**src/bfm_pkg.sv**
```systemverilog
// Shared types, constants and arithmetic helpers for the butterfly rotation mixer.
`default_nettype none
package bfm_pkg;

	localparam int CHANNELS    = 8;
	localparam int SAMPLE_BITS = 16;
	localparam int MAX_CH      = 8;
	localparam int NUM_STAGES  = 3;
	localparam int COEF_BITS   = 16;
	localparam int COEF_FRAC   = 15;

	// Butterfly stages that fit into CHANNELS: floor(log2(CHANNELS)).
	localparam int STAGES = $clog2(CHANNELS + 1) - 1;
	// Each stage is a product level followed by a sum level.
	localparam int LEVELS = 2 * STAGES;

	localparam int PROD_W = SAMPLE_BITS + COEF_BITS;
	localparam int SUM_W  = PROD_W + 1;
	localparam int SHR_W  = SUM_W - COEF_FRAC;

	localparam int CFG_IDX_W  = 3;
	localparam int CFG_DATA_W = 16;

	typedef logic signed [SAMPLE_BITS-1:0] sample_t;
	typedef logic signed [COEF_BITS-1:0]   coef_t;
	typedef logic signed [PROD_W-1:0]      prod_t;
	typedef logic signed [SUM_W-1:0]       sum_t;

	typedef enum logic [CFG_IDX_W-1:0] {
		CFG_S0_SINE   = 3'd0,
		CFG_S0_COSINE = 3'd1,
		CFG_S1_SINE   = 3'd2,
		CFG_S1_COSINE = 3'd3,
		CFG_S2_SINE   = 3'd4,
		CFG_S2_COSINE = 3'd5,
		CFG_REFLECT   = 3'd6
	} cfg_index_t;

	localparam coef_t COEF_RESET = coef_t'(23170);

	// Round half up by 2^COEF_FRAC, then clamp to the sample range.
	function automatic sample_t round_sat(input sum_t acc);
		logic signed [SUM_W-1:0] rnd;
		logic signed [SHR_W-1:0] q;
		sample_t res;
		rnd = acc + sum_t'(1 << (COEF_FRAC - 1));
		q   = SHR_W'(rnd >>> COEF_FRAC);
		if (q > SHR_W'($signed({1'b0, {(SAMPLE_BITS-1){1'b1}}}))) begin
			res = {1'b0, {(SAMPLE_BITS-1){1'b1}}};
		end else if (q < SHR_W'($signed({1'b1, {(SAMPLE_BITS-1){1'b0}}}))) begin
			res = {1'b1, {(SAMPLE_BITS-1){1'b0}}};
		end else begin
			res = q[SAMPLE_BITS-1:0];
		end
		return res;
	endfunction

endpackage
`default_nettype wire

```
**src/bfm_kernel.sv**
```systemverilog
// One butterfly cell: 2x2 rotation or reflection of a channel pair over two levels.
`default_nettype none
module bfm_kernel import bfm_pkg::*; (
	input  wire     clk,
	input  wire     en_s1,
	input  wire     en_s2,
	input  sample_t a,
	input  sample_t b,
	input  coef_t   sn,
	input  coef_t   cs,
	input  wire     refl,
	output sample_t a_out,
	output sample_t b_out
);

	prod_t   ca_s1, sb_s1, sa_s1, cb_s1;
	logic    refl_s1;
	sum_t    sum_a, sum_b;
	sample_t a_s2, b_s2;

	// Operands are sign-extended first so the product keeps its full width.
	always_ff @(posedge clk) begin
		if (en_s1) begin
			ca_s1   <= prod_t'(cs) * prod_t'(a);
			sb_s1   <= prod_t'(sn) * prod_t'(b);
			sa_s1   <= prod_t'(sn) * prod_t'(a);
			cb_s1   <= prod_t'(cs) * prod_t'(b);
			refl_s1 <= refl;
		end
	end

	always_comb begin
		if (refl_s1) begin
			sum_a = sum_t'(ca_s1) + sum_t'(sb_s1);
			sum_b = sum_t'(sa_s1) - sum_t'(cb_s1);
		end else begin
			sum_a = sum_t'(ca_s1) - sum_t'(sb_s1);
			sum_b = sum_t'(sa_s1) + sum_t'(cb_s1);
		end
	end

	always_ff @(posedge clk) begin
		if (en_s2) begin
			a_s2 <= round_sat(sum_a);
			b_s2 <= round_sat(sum_b);
		end
	end

	assign a_out = a_s2;
	assign b_out = b_s2;

endmodule
`default_nettype wire

```
**config.mk**
```make
export PLATFORM = sky130hd
export DESIGN_NAME = bfm_kernel
export DESIGN_NICKNAME = d
export VERILOG_FILES = /design/src/bfm_pkg.sv /design/src/bfm_kernel.sv
export SDC_FILE = /design/constraint.sdc
export NUM_CORES = 2
export LEC_CHECK = 0
export ABC_CLOCK_PERIOD_IN_PS = 8340
export BUFFER_PORTS_ARGS = -buffer_cell sky130_fd_sc_hd__buf_2
export CORE_MARGIN = 10
export CORE_UTILIZATION = 60
export DETAILED_ROUTE_END_ITERATION = 16
export GPL_ROUTABILITY_DRIVEN = 0
export PLACE_DENSITY = 0.77
export SKIP_CTS_REPAIR_TIMING = 1
export SYNTH_ARGS = -nofsm -noshare
export SYNTH_HDL_FRONTEND = slang
export SYNTH_SLANG_ARGS = --single-unit
```
**constraint.sdc**
```tcl
create_clock -name clk -period 8.34 [get_ports clk]
set_input_delay 0.417 -clock clk [delete_from_list [all_inputs] [get_ports clk]]
set_output_delay 0.417 -clock clk [all_outputs]
set_load 0.02 [all_outputs]
```
# --- Word level (Yosys, flattened, before mapping) ---
# Index checks and enable logic that the tools add are counted.
word_totals:
  regBits: 161
  in_bits: 68
  elab_cells: 25
op_classes:
  n_addsub: 6
  multipliers: 4
  n_lt_le_gt_ge: 4
  mux: 4
ops:
  columns: ["cell", "count"]
  rows:
  - ["16-bit by 16-bit multiplier with 32-bit output", 4]
  - ["32-bit by 32-bit adder with 33-bit output", 2]
  - ["33-bit by 16-bit adder with 33-bit output, second input constant", 2]
  - ["33-bit 2-to-1 mux", 2]
  - ["32-bit by 32-bit subtractor with 33-bit output", 2]
  - ["18-bit by 16-bit > comparator with 1-bit output, second input constant", 2]
  - ["18-bit by 16-bit < comparator with 1-bit output, second input constant", 2]
  - ["16-bit 2-to-1 mux", 2]

# --- Logic depth before layout (Yosys ltp) ---
logic_depth:
  ltp_word: 5
  ltp_mapped: 28
  depth_no_buf: 27

# --- Worst setup path before layout ---
# Ideal clock, no wire load.
synth_timing:
  kind: "input-to-reg"
  from: "in a[1]"
  to: "reg ca_s1[27] (data pin)"
  setup_time_ns: 0.258
  arrival_time_ns: 6.325
  path_slack_ns: 1.757
  path_stages: 23
  n_path_buf: 1
  path_cell_list: "clkbuf_1 > nand2_1 > fa_1 > inv_1 > fa_1 > inv_1 > fa_1 > fa_1 > inv_1 > fa_1 > fa_1 > ha_1 > a21o_1 > a221o_1 > a21oi_1 > o31ai_1 > a21boi_0 > a2bb2oi_1 > a211oi_1 > or3_1 > a21o_1 > a21oi_1 > xnor2_1"
synth_between:
  elab_chain_cells: 1
synth_lines:
  columns: ["element", "line_no", "rtl"]
  rows:
  - ["from (decl)", "bfm_kernel.sv:7", "input sample_t a,"]
  - ["16-bit by 16-bit multiplier with 32-bit output", "bfm_kernel.sv:24", "ca_s1 <= prod_t'(cs) * prod_t'(a);"]
  - ["to (signal assigned)", "bfm_kernel.sv:24", null]
  - ["to (decl)", "bfm_kernel.sv:16", "prod_t ca_s1, sb_s1, sa_s1, cb_s1;"]
# No other way between the ends.
# A chain may end at the register's enable or synchronous reset.

# --- Worst setup path after layout ---
layout_timing:
  from: "in cs[8]"
  to: "reg ca_s1[27] (data pin)"
layout_between:
  elab_chain_cells: 1
layout_lines:
  columns: ["element", "line_no", "rtl"]
  rows:
  - ["from (decl)", "bfm_kernel.sv:10", "input coef_t cs,"]
  - ["16-bit by 16-bit multiplier with 32-bit output", "bfm_kernel.sv:24", null]
# No other way between the ends.

==> results.txt <==
----------------------------------------------------
[Run status]
  Result of the run ... finished, final reports clean

[Critical path]
  Critical path fanouts, max ... 32
  CP startpoint ... cs[8]
  R2r worst-path depth ... 22
  Reg-to-reg endpoint ... b_out[10]$_SDFFCE_PN1P_
  Slack of the worst reg-to-reg path ... 1.49 ns
  Crit. End Element ... register
  CP Launch Type ... input pin
  Reg-to-reg critical path startpoint ... cb_s1[9]$_DFFE_PP_
  Endpoint arrival time on the critical path ... between 7 and 8 ns
  Setup CP Type ... in2reg
  Data required time of the critical path ... roughly 8.6 ns

[Clock tree]
  CTS Buf Count ... 17
  H-tree depth ... 4
  Clock latency at the later pin of the worst-skew pair ... 0.51 ns
  Clk slew on worst S/H paths ... 0.08 ns
  Bufs on Longest Clock Path ... 2
  Sinks on the clock net ... 161
  TritonCTS clock tree ... done
  Clock root buffer master ... sky130_fd_sc_hd__clkbuf_16

[Global routing]
  Overflow after GRT ... 0
  Number of antenna violations at the first check in global routing ... 8
  Via count of the first global-routing pass ... 37500
  Largest net degree at the start of global routing ... 67
  Wire length of the first global-routing pass ... 192000 um
  Total global routing track utilization ... 0.256

[Drt]
  Post-detailed-route DRC marker count ... 0
  Ratio of routed vias to standard cells ... around 5.6
  WL final ... 115000 um
  Routed WL per cell ... 18.2 um
  Number of vias after detailed routing ... 35400
  First-iteration detailed-routing DRC count ... 2795
  Detailed Routing Iterations Pass 1 ... 5
  Post-detailed-route count of antenna-violating nets ... 0

[Yosys]
  Most frequent cell after synthesis ... sky130_fd_sc_hd__inv_1
  Most area-consuming cells after synthesis ... sky130_fd_sc_hd__fa_1 43%, sky130_fd_sc_hd__ha_1 10%, sky130_fd_sc_hd__edfxtp_1 9.9%
  Proportion of netlist area held by the largest area contributor ... 0.429
  Ranking of synthesized cells by instance count ... 1233 x sky130_fd_sc_hd__inv_1, 1048 x sky130_fd_sc_hd__fa_1, 663 x sky130_fd_sc_hd__nand2_1
  Number of enable flip-flop cells after synthesis ... 161
  Syn Area/Cell ... 9.26 um^2
  Largest area contributor in the netlist ... sky130_fd_sc_hd__fa_1
  Post-synthesis xor/xnor area fraction ... 0.0476
  Post-synthesis sequential area ratio ... 0.0988
  Multiplexer area fraction after synthesis ... 0.00171
  Post-Synth Adder-Cell Area ... 0.530
  Synthesized netlist cell count ... 5287
  Syn Nets ... 6800
  Dominant combinational cell family by area after synthesis ... adder cells
  Post-synthesis share of cell area spent on and, or, nand and nor gates ... 0.151
  Most used flip-flop cell after synthesis ... sky130_fd_sc_hd__edfxtp_1
  Area fraction in compound gates after synthesis ... 0.0601
  Share of flip-flops with an asynchronous set or reset after synthesis ... 0
  Number of library cell types mapped by synthesis ... 83
  Number of storage elements in the synthesis netlist ... 161
  Mapped Area ... 49000 um^2
  Count of warnings emitted by yosys ... 0

[Floorplanning]
  Initial Util ... 0.607
  Number of rows in the core area ... 104
  Boundary Pins ... 100
  Width of the die ... a little over 300 um
  Die extent in y ... ~300 um
  Die area ... 93400 um^2
  Core Area ... 80700 um^2

[STA]
  Upper clock frequency limit ... 141 MHz
  Final worst clock skew ... 0.00954 ns
  Worst-Margin Slew ... 0.921 ns
  Final count of negative-setup-slack endpoints ... 0
  Slew margin rel. ... 0.386
  RSZ-0062 raised after global routing ... false
  Total negative slack ... 0 ns
  Post-route clock period utilization ... 0.849
  Number of pins exceeding their max-slew limit in the final report ... 0
  Number of endpoints with negative hold slack in the final report ... 0
  Post-layout min period ... approximately 7.1 ns

[Finish]
  Share of layout cells above drive strength 1 ... 0.0372
  Layout-stage area growth over the synthesis result ... 4.02%
  Fin area ... 50900 um^2
  Final layout net count ... 6745

[Place]
  Number of port buffers ... between 90 and 100
  Instance area after placement ... 50300 um^2
  Placed wire-length estimate after detailed placement ... 91600 um

[Worst hold path]
  Hold_sp ... refl
  Worst Hold End ... refl_s1$_DFFE_PP_
  WHS Path Cells ... 1
  Min-Delay Path Class ... in2reg

[Job]
  Count of max-cap constraint violations ... 0

----------------------------------------------------
final cells by class:
type	count	area (um^2)
antenna	6	15.0
clock buffer	17	425
clock inverter	15	220
fill	6562	29800
inverter	1235	4640
multi-input combinational	3681	38700
sequential	161	4830
tap	1060	1330
timing repair buffer	136	779
placed cells by master (no fill, tap or decap), types with 7 or more instances in the layout:
| cell type | n |
|---|---|
| sky130_fd_sc_hd__or3_1 | 12 |
| sky130_fd_sc_hd__buf_4 | 37 |
| sky130_fd_sc_hd__nand4_1 | 16 |
| sky130_fd_sc_hd__nand2b_1 | 53 |
| sky130_fd_sc_hd__a31oi_1 | 14 |
| sky130_fd_sc_hd__o2111ai_1 | 8 |
| sky130_fd_sc_hd__nor4_1 | 14 |
| sky130_fd_sc_hd__nand2_1 | 663 |
| sky130_fd_sc_hd__ha_1 | 397 |
| sky130_fd_sc_hd__fa_1 | 1048 |
| sky130_fd_sc_hd__o21ai_0 | 88 |
| sky130_fd_sc_hd__o21bai_1 | 22 |
| sky130_fd_sc_hd__nor2b_1 | 19 |
| sky130_fd_sc_hd__and3_1 | 26 |
| sky130_fd_sc_hd__a211oi_1 | 17 |
| sky130_fd_sc_hd__edfxtp_1 | 161 |
| sky130_fd_sc_hd__inv_1 | 1233 |
| sky130_fd_sc_hd__xnor2_1 | 176 |
| sky130_fd_sc_hd__clkbuf_16 | 17 |
| sky130_fd_sc_hd__o21a_1 | 16 |
| sky130_fd_sc_hd__xor2_1 | 90 |
| sky130_fd_sc_hd__and2_1 | 396 |
| sky130_fd_sc_hd__buf_2 | 98 |
| sky130_fd_sc_hd__nand3_1 | 42 |
| sky130_fd_sc_hd__a21oi_1 | 149 |
| sky130_fd_sc_hd__and4_1 | 7 |
| sky130_fd_sc_hd__nor2_1 | 155 |
| sky130_fd_sc_hd__nor3_1 | 49 |
| sky130_fd_sc_hd__a21o_1 | 62 |
| sky130_fd_sc_hd__o211ai_1 | 12 |
critical path: stages:
cell and delay, ns:
sky130_fd_sc_hd__buf_2 0.57, sky130_fd_sc_hd__nand2_1 0.19, sky130_fd_sc_hd__fa_1 0.57, sky130_fd_sc_hd__inv_1 0.05
sky130_fd_sc_hd__fa_1 0.48, sky130_fd_sc_hd__inv_1 0.05, sky130_fd_sc_hd__fa_1 0.50, sky130_fd_sc_hd__fa_1 0.56
sky130_fd_sc_hd__inv_1 0.05, sky130_fd_sc_hd__fa_1 0.49, sky130_fd_sc_hd__fa_1 0.41, sky130_fd_sc_hd__ha_1 0.35
sky130_fd_sc_hd__a21o_1 0.20, sky130_fd_sc_hd__a221o_1 0.34, sky130_fd_sc_hd__a21oi_1 0.14, sky130_fd_sc_hd__o31ai_1 0.14
sky130_fd_sc_hd__a21boi_0 0.30, sky130_fd_sc_hd__a2bb2oi_1 0.45, sky130_fd_sc_hd__a211oi_1 0.18, sky130_fd_sc_hd__or3_1 0.41
sky130_fd_sc_hd__a21o_1 0.19, sky130_fd_sc_hd__a21oi_1 0.17, sky130_fd_sc_hd__xnor2_1 0.09
metrics by stage:
stage / std cells / hold slack, ns / utilization / worst slack [ns]
final: 6311 / 0.0717 / 0.631 / 1.26
after global routing: 6308 / 0.0687 / 0.631 / 0.977
after CTS: 6305 / 0.0498 / 0.631 / 1.35
after detailed placement: 6273 / 0.596 / 0.623 / 0.821
after global placement: 6273 / 0.594 / 0.623 / 0.937
after floorplan: 5287 / 0.516 / - / 1.76
worst max-delay path by stage:
| stage | endpoint | cells after the start |
|---|---|---|
| 3_3_place_gp | ca_s1[27]$_DFFE_PP_ | 23 |
| 3_5_place_dp | ca_s1[27]$_DFFE_PP_ | 23 |
| 4_1_cts | ca_s1[27]$_DFFE_PP_ | 23 |
| 6_report | ca_s1[27]$_DFFE_PP_ | 23 |
| 2_1_floorplan | ca_s1[27]$_DFFE_PP_ | 23 |
| 5_1_grt | cb_s1[31]$_DFFE_PP_ | 22 |
cells by family after synthesis:
group                      after synthesis
xor gates and xnor gates               266
buffers and inverters                 1445
and+or+nand+nor                       1502
DFF                                    161
muxes                                    8
AOI/OAI and AO/OA                      460
adders and majority gates             1445
sequential cells by signal, summed over array words and instances (netlist names):
register	cells
a_out	16
b_out	16
ca_s1	32
cb_s1	32
refl_s1	1
sa_s1	32
sb_s1	32
per-layer routing:
layer / vias up / GRT usage / share of wire
li1: 15900 / - / -
met1: 17800 / 0.350 / 0.41
met2: 1485 / 0.404 / 0.46
met3: 195 / 0.0494 / 0.089
met4: 8 / 0.0969 / 0.038
met5: - / 0 / 0.00045
Power is not shown: default switching activity piles up to over one toggle a cycle in this logic, so the estimate is an artifact.
